File: config.mk
export PLATFORM = sky130hd
export DESIGN_NAME = int4_block_quant_dot_product
export DESIGN_NICKNAME = d
export VERILOG_FILES = /design/src/sv/i4bqdp_pkg.sv /design/src/sv/i4bqdp_ctrl.sv /design/src/sv/i4bqdp_dp.sv /design/src/sv/int4_block_quant_dot_product.sv
export SDC_FILE = /design/constraint.sdc
export NUM_CORES = 2
export LEC_CHECK = 0
export CAP_MARGIN = 20
export CORE_ASPECT_RATIO = 1.75
export CORE_MARGIN = 2
export CORE_UTILIZATION = 45
export DETAILED_ROUTE_END_ITERATION = 10
export DONT_BUFFER_PORTS = 1
export PLACE_DENSITY = 0.61
export SLEW_MARGIN = 5
export SYNTH_ARGS = -nofsm -noshare
export SYNTH_HDL_FRONTEND = slang
export SYNTH_HIERARCHICAL = 1
export SYNTH_SLANG_ARGS = --single-unit
File: constraint.sdc
create_clock -name clk -period 11.1 [get_ports clk]
set_clock_uncertainty 0.2 [all_clocks]
set_input_delay 1.11 -clock clk [delete_from_list [all_inputs] [get_ports clk]]
set_output_delay 1.11 -clock clk [all_outputs]
set_load 0.1 [all_outputs]
File: src/sv/i4bqdp_pkg.sv
// Shared types, constants and helper functions for the int4 block-quant dot product.
package i4bqdp_pkg;

  localparam int MAX_K_DEF     = 16384;
  localparam int MAX_BLOCK_DEF = 256;

  localparam int ACT_W   = 16;
  localparam int CODE_W  = 4;
  localparam int SCALE_W = 16;
  localparam int BIAS_W  = 32;
  localparam int SUM_W   = 64;
  localparam int COL_W   = 16;
  localparam int BACC_W  = 30;
  localparam int PROD_W  = BACC_W + SCALE_W;

  localparam int BLEN_W = 9;
  localparam int KCNT_W = 15;
  localparam int CFG_W  = 16;
  localparam int IDX_W  = 3;

  localparam int IN_W  = 72;
  localparam int OUT_W = 80;

  localparam logic [CODE_W-1:0] IMPLICIT_ZP = 4'd8;

  typedef enum logic [IDX_W-1:0] {
    REG_BLOCK_LENGTH = 3'd0,
    REG_COUNT_K      = 3'd1,
    REG_COLUMN_COUNT = 3'd2,
    REG_ZP_MODE      = 3'd3,
    REG_BIAS_ENABLE  = 3'd4
  } reg_idx_t;

  // controller -> datapath
  typedef struct packed {
    logic load_in;
    logic step;
    logic mult;
    logic accum;
    logic emit;
  } dp_cmd_t;

  // datapath -> controller
  typedef struct packed {
    logic blk_end;
    logic col_end;
    logic out_busy;
  } dp_status_t;

  function automatic logic signed [SUM_W-1:0] sat_add64(
    input logic signed [SUM_W-1:0] a,
    input logic signed [SUM_W-1:0] b
  );
    logic signed [SUM_W:0] s;
    s = {a[SUM_W-1], a} + {b[SUM_W-1], b};
    if (s[SUM_W] != s[SUM_W-1]) begin
      sat_add64 = s[SUM_W] ? {1'b1, {(SUM_W-1){1'b0}}} : {1'b0, {(SUM_W-1){1'b1}}};
    end else begin
      sat_add64 = s[SUM_W-1:0];
    end
  endfunction

endpackage

File: src/sv/i4bqdp_ctrl.sv
// Controller state machine: sequences accept, block MAC, scale multiply, accumulate, emit.
module i4bqdp_ctrl (
  input  logic                   clk,
  input  logic                   rst,
  input  logic                   in_valid,
  output logic                   in_ready,
  input  i4bqdp_pkg::dp_status_t status,
  output i4bqdp_pkg::dp_cmd_t    cmd
);

  typedef enum logic [4:0] {
    S_IDLE  = 5'b00001,
    S_MAC   = 5'b00010,
    S_SCALE = 5'b00100,
    S_ACC   = 5'b01000,
    S_EMIT  = 5'b10000
  } state_t;

  state_t state, state_next;

  always_ff @(posedge clk) begin
    if (rst) begin
      state <= S_IDLE;
    end else begin
      state <= state_next;
    end
  end

  always_comb begin
    state_next  = state;
    cmd         = '0;
    in_ready    = 1'b0;
    unique case (state)
      S_IDLE: begin
        in_ready = 1'b1;
        if (in_valid) begin
          cmd.load_in = 1'b1;
          state_next  = S_MAC;
        end
      end
      S_MAC: begin
        cmd.step   = 1'b1;
        state_next = status.blk_end ? S_SCALE : S_IDLE;
      end
      S_SCALE: begin
        cmd.mult   = 1'b1;
        state_next = S_ACC;
      end
      S_ACC: begin
        cmd.accum  = 1'b1;
        state_next = status.col_end ? S_EMIT : S_IDLE;
      end
      S_EMIT: begin
        // hold until the output register is free
        if (!status.out_busy) begin
          cmd.emit   = 1'b1;
          state_next = S_IDLE;
        end
      end
      default: begin
        state_next = S_IDLE;
      end
    endcase
  end

endmodule

File: src/sv/i4bqdp_dp.sv
// Datapath: config registers, counters, block and column accumulators, output register.
module i4bqdp_dp #(
  parameter int MAX_K     = i4bqdp_pkg::MAX_K_DEF,
  parameter int MAX_BLOCK = i4bqdp_pkg::MAX_BLOCK_DEF
) (
  input  logic                              clk,
  input  logic                              rst,
  input  logic                              cfg_we,
  input  logic [i4bqdp_pkg::IDX_W-1:0]      cfg_index,
  input  logic [i4bqdp_pkg::CFG_W-1:0]      cfg_data,
  input  logic [i4bqdp_pkg::IN_W-1:0]       in_data,
  input  logic                              out_ready,
  output logic                              out_valid,
  output logic [i4bqdp_pkg::OUT_W-1:0]      out_data,
  output logic                              out_last,
  input  i4bqdp_pkg::dp_cmd_t               cmd,
  output i4bqdp_pkg::dp_status_t            status
);

  localparam int KW   = (MAX_K > 1) ? $clog2(MAX_K) : 1;
  localparam int BW   = (MAX_BLOCK > 1) ? $clog2(MAX_BLOCK) : 1;
  localparam int KCMP = ((KW > i4bqdp_pkg::KCNT_W) ? KW : i4bqdp_pkg::KCNT_W) + 2;
  localparam int BCMP = ((BW > i4bqdp_pkg::BLEN_W) ? BW : i4bqdp_pkg::BLEN_W) + 2;

  localparam int SUM_W  = i4bqdp_pkg::SUM_W;
  localparam int BACC_W = i4bqdp_pkg::BACC_W;
  localparam int PROD_W = i4bqdp_pkg::PROD_W;
  localparam int COL_W  = i4bqdp_pkg::COL_W;

  // config
  logic [i4bqdp_pkg::BLEN_W-1:0] block_length;
  logic [i4bqdp_pkg::KCNT_W-1:0] count_k;
  logic [COL_W-1:0]              column_count;
  logic                          zero_point_mode;
  logic                          bias_enable;

  // input word
  logic signed [i4bqdp_pkg::ACT_W-1:0]   act;
  logic [i4bqdp_pkg::CODE_W-1:0]         wcode;
  logic signed [i4bqdp_pkg::SCALE_W-1:0] scale;
  logic [i4bqdp_pkg::CODE_W-1:0]         zpcode;
  logic signed [i4bqdp_pkg::BIAS_W-1:0]  bias;

  // state
  logic signed [BACC_W-1:0] block_acc;
  logic signed [BACC_W-1:0] blk_total;
  logic signed [PROD_W-1:0] prod;
  logic signed [SUM_W-1:0]  col_acc;
  logic [KW-1:0]            pos_col;
  logic [BW-1:0]            pos_blk;
  logic [COL_W-1:0]         col_cnt;
  logic [COL_W-1:0]         col_idx;
  logic                     last_r;
  logic                     col_end_r;
  logic signed [SUM_W-1:0]  out_sum;
  logic [COL_W-1:0]         out_idx;
  logic                     out_last_r;
  logic                     out_valid_r;

  // combinational
  logic [KCMP-1:0]           kc, klen_m1;
  logic [BCMP-1:0]           bc, blen_m1;
  logic [COL_W-1:0]          ncol_m1;
  logic                      col_end, blk_end, last;
  logic [i4bqdp_pkg::CODE_W-1:0] zp;
  logic signed [i4bqdp_pkg::CODE_W:0] diff;
  logic signed [BACC_W-1:0]  mac_sum;
  logic signed [SUM_W-1:0]   bias_sum;

  always_ff @(posedge clk) begin
    if (rst) begin
      block_length    <= i4bqdp_pkg::BLEN_W'(32);
      count_k         <= i4bqdp_pkg::KCNT_W'(4096);
      column_count    <= COL_W'(1);
      zero_point_mode <= 1'b0;
      bias_enable     <= 1'b0;
    end else if (cfg_we) begin
      unique case (cfg_index)
        i4bqdp_pkg::REG_BLOCK_LENGTH: block_length    <= cfg_data[i4bqdp_pkg::BLEN_W-1:0];
        i4bqdp_pkg::REG_COUNT_K:      count_k         <= cfg_data[i4bqdp_pkg::KCNT_W-1:0];
        i4bqdp_pkg::REG_COLUMN_COUNT: column_count    <= cfg_data[COL_W-1:0];
        i4bqdp_pkg::REG_ZP_MODE:      zero_point_mode <= cfg_data[0];
        i4bqdp_pkg::REG_BIAS_ENABLE:  bias_enable     <= cfg_data[0];
        default: ;
      endcase
    end
  end

  // effective lengths minus one, with zero and oversize clamps
  always_comb begin
    kc = KCMP'(count_k);
    if (kc == '0) begin
      klen_m1 = '0;
    end else if (kc > KCMP'(MAX_K)) begin
      klen_m1 = KCMP'(MAX_K - 1);
    end else begin
      klen_m1 = kc - KCMP'(1);
    end
    bc = BCMP'(block_length);
    if (bc == '0) begin
      blen_m1 = '0;
    end else if (bc > BCMP'(MAX_BLOCK)) begin
      blen_m1 = BCMP'(MAX_BLOCK - 1);
    end else begin
      blen_m1 = bc - BCMP'(1);
    end
    ncol_m1 = (column_count == '0) ? '0 : column_count - COL_W'(1);
  end

  assign col_end = KCMP'(pos_col) >= klen_m1;
  assign blk_end = col_end || (BCMP'(pos_blk) >= blen_m1);
  assign last    = col_cnt >= ncol_m1;

  assign zp      = zero_point_mode ? zpcode : i4bqdp_pkg::IMPLICIT_ZP;
  assign diff    = $signed({1'b0, wcode}) - $signed({1'b0, zp});
  assign mac_sum = block_acc + BACC_W'(act * diff);

  assign bias_sum = bias_enable ? i4bqdp_pkg::sat_add64(col_acc, SUM_W'(bias)) : col_acc;

  always_ff @(posedge clk) begin
    if (cmd.load_in) begin
      act    <= in_data[15:0];
      wcode  <= in_data[19:16];
      scale  <= in_data[35:20];
      zpcode <= in_data[39:36];
      bias   <= in_data[71:40];
    end
    if (cmd.step) begin
      blk_total <= mac_sum;
      col_idx   <= col_cnt;
      last_r    <= last;
    end
    if (cmd.mult) begin
      prod <= blk_total * scale;
    end
    // index and last flag are copied here so the next word cannot disturb a waiting result
    if (cmd.emit) begin
      out_sum    <= bias_sum;
      out_idx    <= col_idx;
      out_last_r <= last_r;
    end
  end

  always_ff @(posedge clk) begin
    if (rst) begin
      block_acc   <= '0;
      col_acc     <= '0;
      pos_col     <= '0;
      pos_blk     <= '0;
      col_cnt     <= '0;
      col_end_r   <= 1'b0;
      out_valid_r <= 1'b0;
    end else begin
      if (cmd.step) begin
        col_end_r <= col_end;
        block_acc <= blk_end ? '0 : mac_sum;
        pos_blk   <= blk_end ? '0 : pos_blk + BW'(1);
        pos_col   <= col_end ? '0 : pos_col + KW'(1);
        if (col_end) begin
          col_cnt <= last ? '0 : col_cnt + COL_W'(1);
        end
      end
      if (cmd.accum) begin
        col_acc <= i4bqdp_pkg::sat_add64(col_acc, SUM_W'(prod));
      end
      if (cmd.emit) begin
        col_acc     <= '0;
        out_valid_r <= 1'b1;
      end else if (out_ready) begin
        out_valid_r <= 1'b0;
      end
    end
  end

  // block end is needed in the MAC state itself, before the counters move
  assign status.blk_end  = blk_end;
  assign status.col_end  = col_end_r;
  assign status.out_busy = out_valid_r && !out_ready;

  assign out_valid = out_valid_r;
  assign out_data  = {out_idx, out_sum};
  assign out_last  = out_last_r;

endmodule

File: src/sv/int4_block_quant_dot_product.sv
// Top level: block-quantized int4 weight dot product, one column result per count_k words.
// Each word is accepted and then takes a MAC step; a block end adds a scale multiply and a
// saturating accumulate, and a column end adds the bias add into the output register.
// One word is in flight at a time; a column end also stalls while the output register is full.
// A column's last word passes the MAC, scale, accumulate and emit states before its result is valid.
// Reset (rst, synchronous): accumulators, counters and output valid clear; registers take defaults.
module int4_block_quant_dot_product #(
  parameter int MAX_K     = i4bqdp_pkg::MAX_K_DEF,
  parameter int MAX_BLOCK = i4bqdp_pkg::MAX_BLOCK_DEF
) (
  input  logic                           clk,
  input  logic                           rst,
  input  logic                           cfg_we,
  input  logic [i4bqdp_pkg::IDX_W-1:0]   cfg_index,
  input  logic [i4bqdp_pkg::CFG_W-1:0]   cfg_data,
  input  logic                           s_axis_tvalid,
  output logic                           s_axis_tready,
  // activation[15:0], weight_code[19:16], block_scale[35:20], zero_point_code[39:36],
  // column_bias[71:40]
  input  logic [i4bqdp_pkg::IN_W-1:0]    s_axis_tdata,
  output logic                           m_axis_tvalid,
  input  logic                           m_axis_tready,
  // column_sum[63:0], column_index[79:64]
  output logic [i4bqdp_pkg::OUT_W-1:0]   m_axis_tdata,
  output logic                           m_axis_tlast
);

  i4bqdp_pkg::dp_cmd_t    cmd;
  i4bqdp_pkg::dp_status_t status;

  i4bqdp_ctrl u_ctrl (
    .clk      (clk),
    .rst      (rst),
    .in_valid (s_axis_tvalid),
    .in_ready (s_axis_tready),
    .status   (status),
    .cmd      (cmd)
  );

  i4bqdp_dp #(
    .MAX_K     (MAX_K),
    .MAX_BLOCK (MAX_BLOCK)
  ) u_dp (
    .clk       (clk),
    .rst       (rst),
    .cfg_we    (cfg_we),
    .cfg_index (cfg_index),
    .cfg_data  (cfg_data),
    .in_data   (s_axis_tdata),
    .out_ready (m_axis_tready),
    .out_valid (m_axis_tvalid),
    .out_data  (m_axis_tdata),
    .out_last  (m_axis_tlast),
    .cmd       (cmd),
    .status    (status)
  );

endmodule

==> metrics.md <==
| Metric | Value |
|---|---|
| Max Cap Violations | 0 |
| Multi-input gate area | about 32000 µm² |
| Worst-path clk slew | about 0.07 ns |
| Vias in the first global route | about 38000 |
| Crit path DAT | 7.95 ns |
| Ys async rst share | 0% |
| Mapped Avg Cell Area | 9.07 µm² |
| Final setup TNS | 0 ns |
| Total track usage | a little under a quarter |
| Max-slew violation count | 0 |
| Adder-cell share of the synthesized area | 33.3% |
| Final wirelength | roughly 130000 µm |
| Final hold violation count | 0 |
| CTS Buf Count | 47 |
| Prevailing post-synth register cell | edfxtp_1 |
| RSZ-0062 raised after global routing | no |
| Drc violations | 0 |
| Initial DRC Count | between 1500 and 2000 |
| PortBufs | 0 |
| Final min period | 7.77 ns |
| Htree depth | 2 |
| Sink Count | between 400 and 500 |
| Cell row count | between 150 and 200 |
| CP endpoint kind | flop |
| Number of iterations in the first detailed-routing pass | 7 |
| Detail Route Antenna Nets | 0 |
| Largest family of logic cells by synthesized area | adder cells |
| Worst-case clock buffer depth | 3 |
| Post-synthesis cell type count | 93 |
| Die area | about 110000 µm² |
| Post-synthesis sequential area ratio | 23.6% |
| Compound-gate portion of the synthesized area | between 10% and 20% |
| Post-synth EDFFs | ~250 |
| Reg area | about 11000 µm² |
| Type of origin of the critical path | flop |
| Global-route wire length before repair | between 200000 and 250000 µm |
| Syn Std Cell Area | 46700 µm² |
| TritonCTS clock tree | yes |
| Slew headroom | 28.5% |
| Post-CTS Setup Inserts | 0 |
| Die width | ~250 µm |
| HP Class | flop to flop |
| Syn Nets | between 6000 and 7000 |
| Clock latency on the worst-skew pair | 0.64 ns |
| Final Setup Violations | 0 |
| Hold Startpoint | u_dp/col_idx[3]$_DFFE_PP_ |
| FF-to-FF Start | u_dp/scale[15]$_DFFE_PP_ |
| Critical path peak fanout | 26 |
| Fmax | 129 MHz |
| Share of cells above drive strength 1 | 4.07% |
| Placer Congestion | 0.957 |
| Largest net degree at the start of global routing | 86 |
| DR WL/cell | 19.7 µm |
| Status | complete, no violations |
| Crit. Startpoint | u_dp/scale[15]$_DFFE_PP_ |
| Ys Warns | 6 |
| Initial antenna violation count | 9 |
| Post-DR vias/cell | between 5 and 6 |
| Multiplexer share of the synthesized area | less than 1% |
| Post-CTS sizing | 0 |
| Num ports | around 180 |
| HPWL Detailed | ~100000 µm |
| Placed Instance Area | 47800 µm² |
| Worst EP required | between 10 and 15 ns |
| Clk root buf | clkbuf_16 |
| Die H | approximately 430 µm |
| Final nets | 6004 |
| Hold buffer count at cts | 0 |
| Synthesis-to-layout area growth | 6.08% |
| Post-route cell area | between 40000 and 50000 µm² |
| #FFs+latches synth | roughly 430 |
| # fillers | 9879 |
| Critical path class | flop to flop |
| Total core area | 103000 µm² |
| XOR/XNOR share of the synthesized area | between 4 and 5% |
| Via count | 35300 |
| Grt ovf | 0 |
| Fin crit share | about 70% |
| Post-synthesis simple-gate area fraction | 15.5% |
| Initial core utilization | 45.3% |
| Post-synthesis cell count | about 5000 |
| Slew of the pin with the lowest slew margin | around 1.1 ns |
## cell type report
| cell class | instances | area share [%] |
|---|---|---|
| Multi-Input combinational cell | 3778 | 64.9 |
| Sequential cell | 427 | 22.2 |
| Inverter | 706 | 5.35 |
| Tap cell | 1343 | 3.39 |
| Clock buffer | 57 | 2.56 |
| Clock inverter | 31 | 0.874 |
| Timing Repair Buffer | 44 | 0.707 |
| Antenna cell | 2 | 0.0101 |
## logic make-up (layout without fill, tap and decap cells)
group                      count (synthesis)  in the layout
buffers and inverters                    943            838
AOI/OAI and AO/OA                       1096           1096
muxes                                     12             12
xor gates and xnor gates                 249            249
DFF                                      427            427
adders and majority gates                912            912
and+or+nand+nor                         1509           1509
other                                      0              2
## registers in the layout, indices dropped and copies added (netlist names), 14 cells and up
name and cells:
u_dp/col_acc 64, u_dp/out_sum 64, u_dp/prod 46, u_dp/bias 32, u_dp/blk_total 30, u_dp/block_acc 30
u_dp/act 16, u_dp/col_cnt 16, u_dp/col_idx 16, u_dp/column_count 16, u_dp/out_idx 16, u_dp/scale 16
u_dp/count_k 15, u_dp/pos_col 14
## placed cells by master (no fill, tap or decap), types with 132 or more instances in the layout
cell / n
edfxtp_1: 246
fa_1: 557
ha_1: 347
dfxtp_1: 180
a21o_1: 149
o21ai_0: 220
and2_1: 251
inv_1: 702
nor2_1: 234
xnor2_1: 132
a21oi_1: 372
nand2_1: 616
## Yosys cell counts (10+ instances only)
master	number	area [µm²]
nand3_1	107	536
nor2_1	236	886
nor4_1	19	119
edfxtp_1	246	7390
nand2_1	616	2310
buf_2	15	75.1
a21oi_2	23	201
o211ai_1	26	195
o2bb2ai_1	27	236
and3_1	35	219
nor3_1	42	210
and2_1	252	1580
a21oi_1	373	1870
a21o_1	149	1120
a211o_1	10	87.6
ha_1	347	4340
a211oi_1	42	315
dfxtp_1	181	3620
nand4_1	52	325
a31oi_1	24	150
and4_1	12	105
nor2b_1	36	225
clkbuf_1	205	769
o21bai_1	49	368
fa_1	557	11200
a21boi_0	11	82.6
xor2_1	117	1020
o21a_1	22	165
o21ai_0	221	1110
xnor2_1	132	1160
o31ai_1	18	135
inv_1	703	2640
or3_1	18	113
nand2b_1	33	206
## routing by layer
layer / wire length (µm) / share of wire (%) / GRT usage, % / vias up
met2: 67900 / 54 / 45.9 / 815
met5: 60 / 0.048 / 0 / -
met3: 4120 / 3.3 / 2.63 / 285
met1: 47400 / 38 / 25.6 / 17400
li1: - / - / - / 16800
met4: 6400 / 5.1 / 11.4 / 10
## final timing paths
| check | endpoint | slack, ns | cells past startpoint |
|---|---|---|---|
| max reg2reg | u_dp/prod[44]$_DFFE_PP_ | 3.33 | 22 |
| min | u_dp/out_idx[3]$_DFFE_PP_ | 0.22 | 0 |
| max | u_dp/prod[44]$_DFFE_PP_ | 3.33 | 22 |
| min reg2reg | u_dp/out_idx[3]$_DFFE_PP_ | 0.22 | 0 |
## per-stage QoR
step                      worst slack, ns  utilization [%]  cells  hold WS [ns]
after floorplan                      4.47                -   5148         0.200
after global placement               3.44             46.4   6295         0.204
after detailed placement             3.41             46.4   6295         0.205
after CTS                            3.38             48.0   6383         0.216
after global routing                 2.98             48.1   6386         0.224
final                                3.33             48.1   6388         0.216
## critical path, stage by stage (launching register included)
cell and delay, ns:
edfxtp_1 0.74, clkinv_1 0.13, buf_4 0.26, nor2_1 0.18
fa_1 0.46, fa_1 0.51, fa_1 0.44, fa_1 0.48
fa_1 0.49, inv_1 0.05, fa_1 0.50, inv_1 0.05
ha_1 0.36, inv_1 0.16, nor2_1 0.06, o21ai_0 0.45
o221ai_1 0.27, o21ai_0 0.51, o21ai_0 0.36, a221oi_1 0.45
a21oi_1 0.12, nor2_1 0.16, xnor2_1 0.08
Power is left out: the tool's default activity adds up to more than one toggle a clock period on the data nets, which glitch-free logic cannot reach.
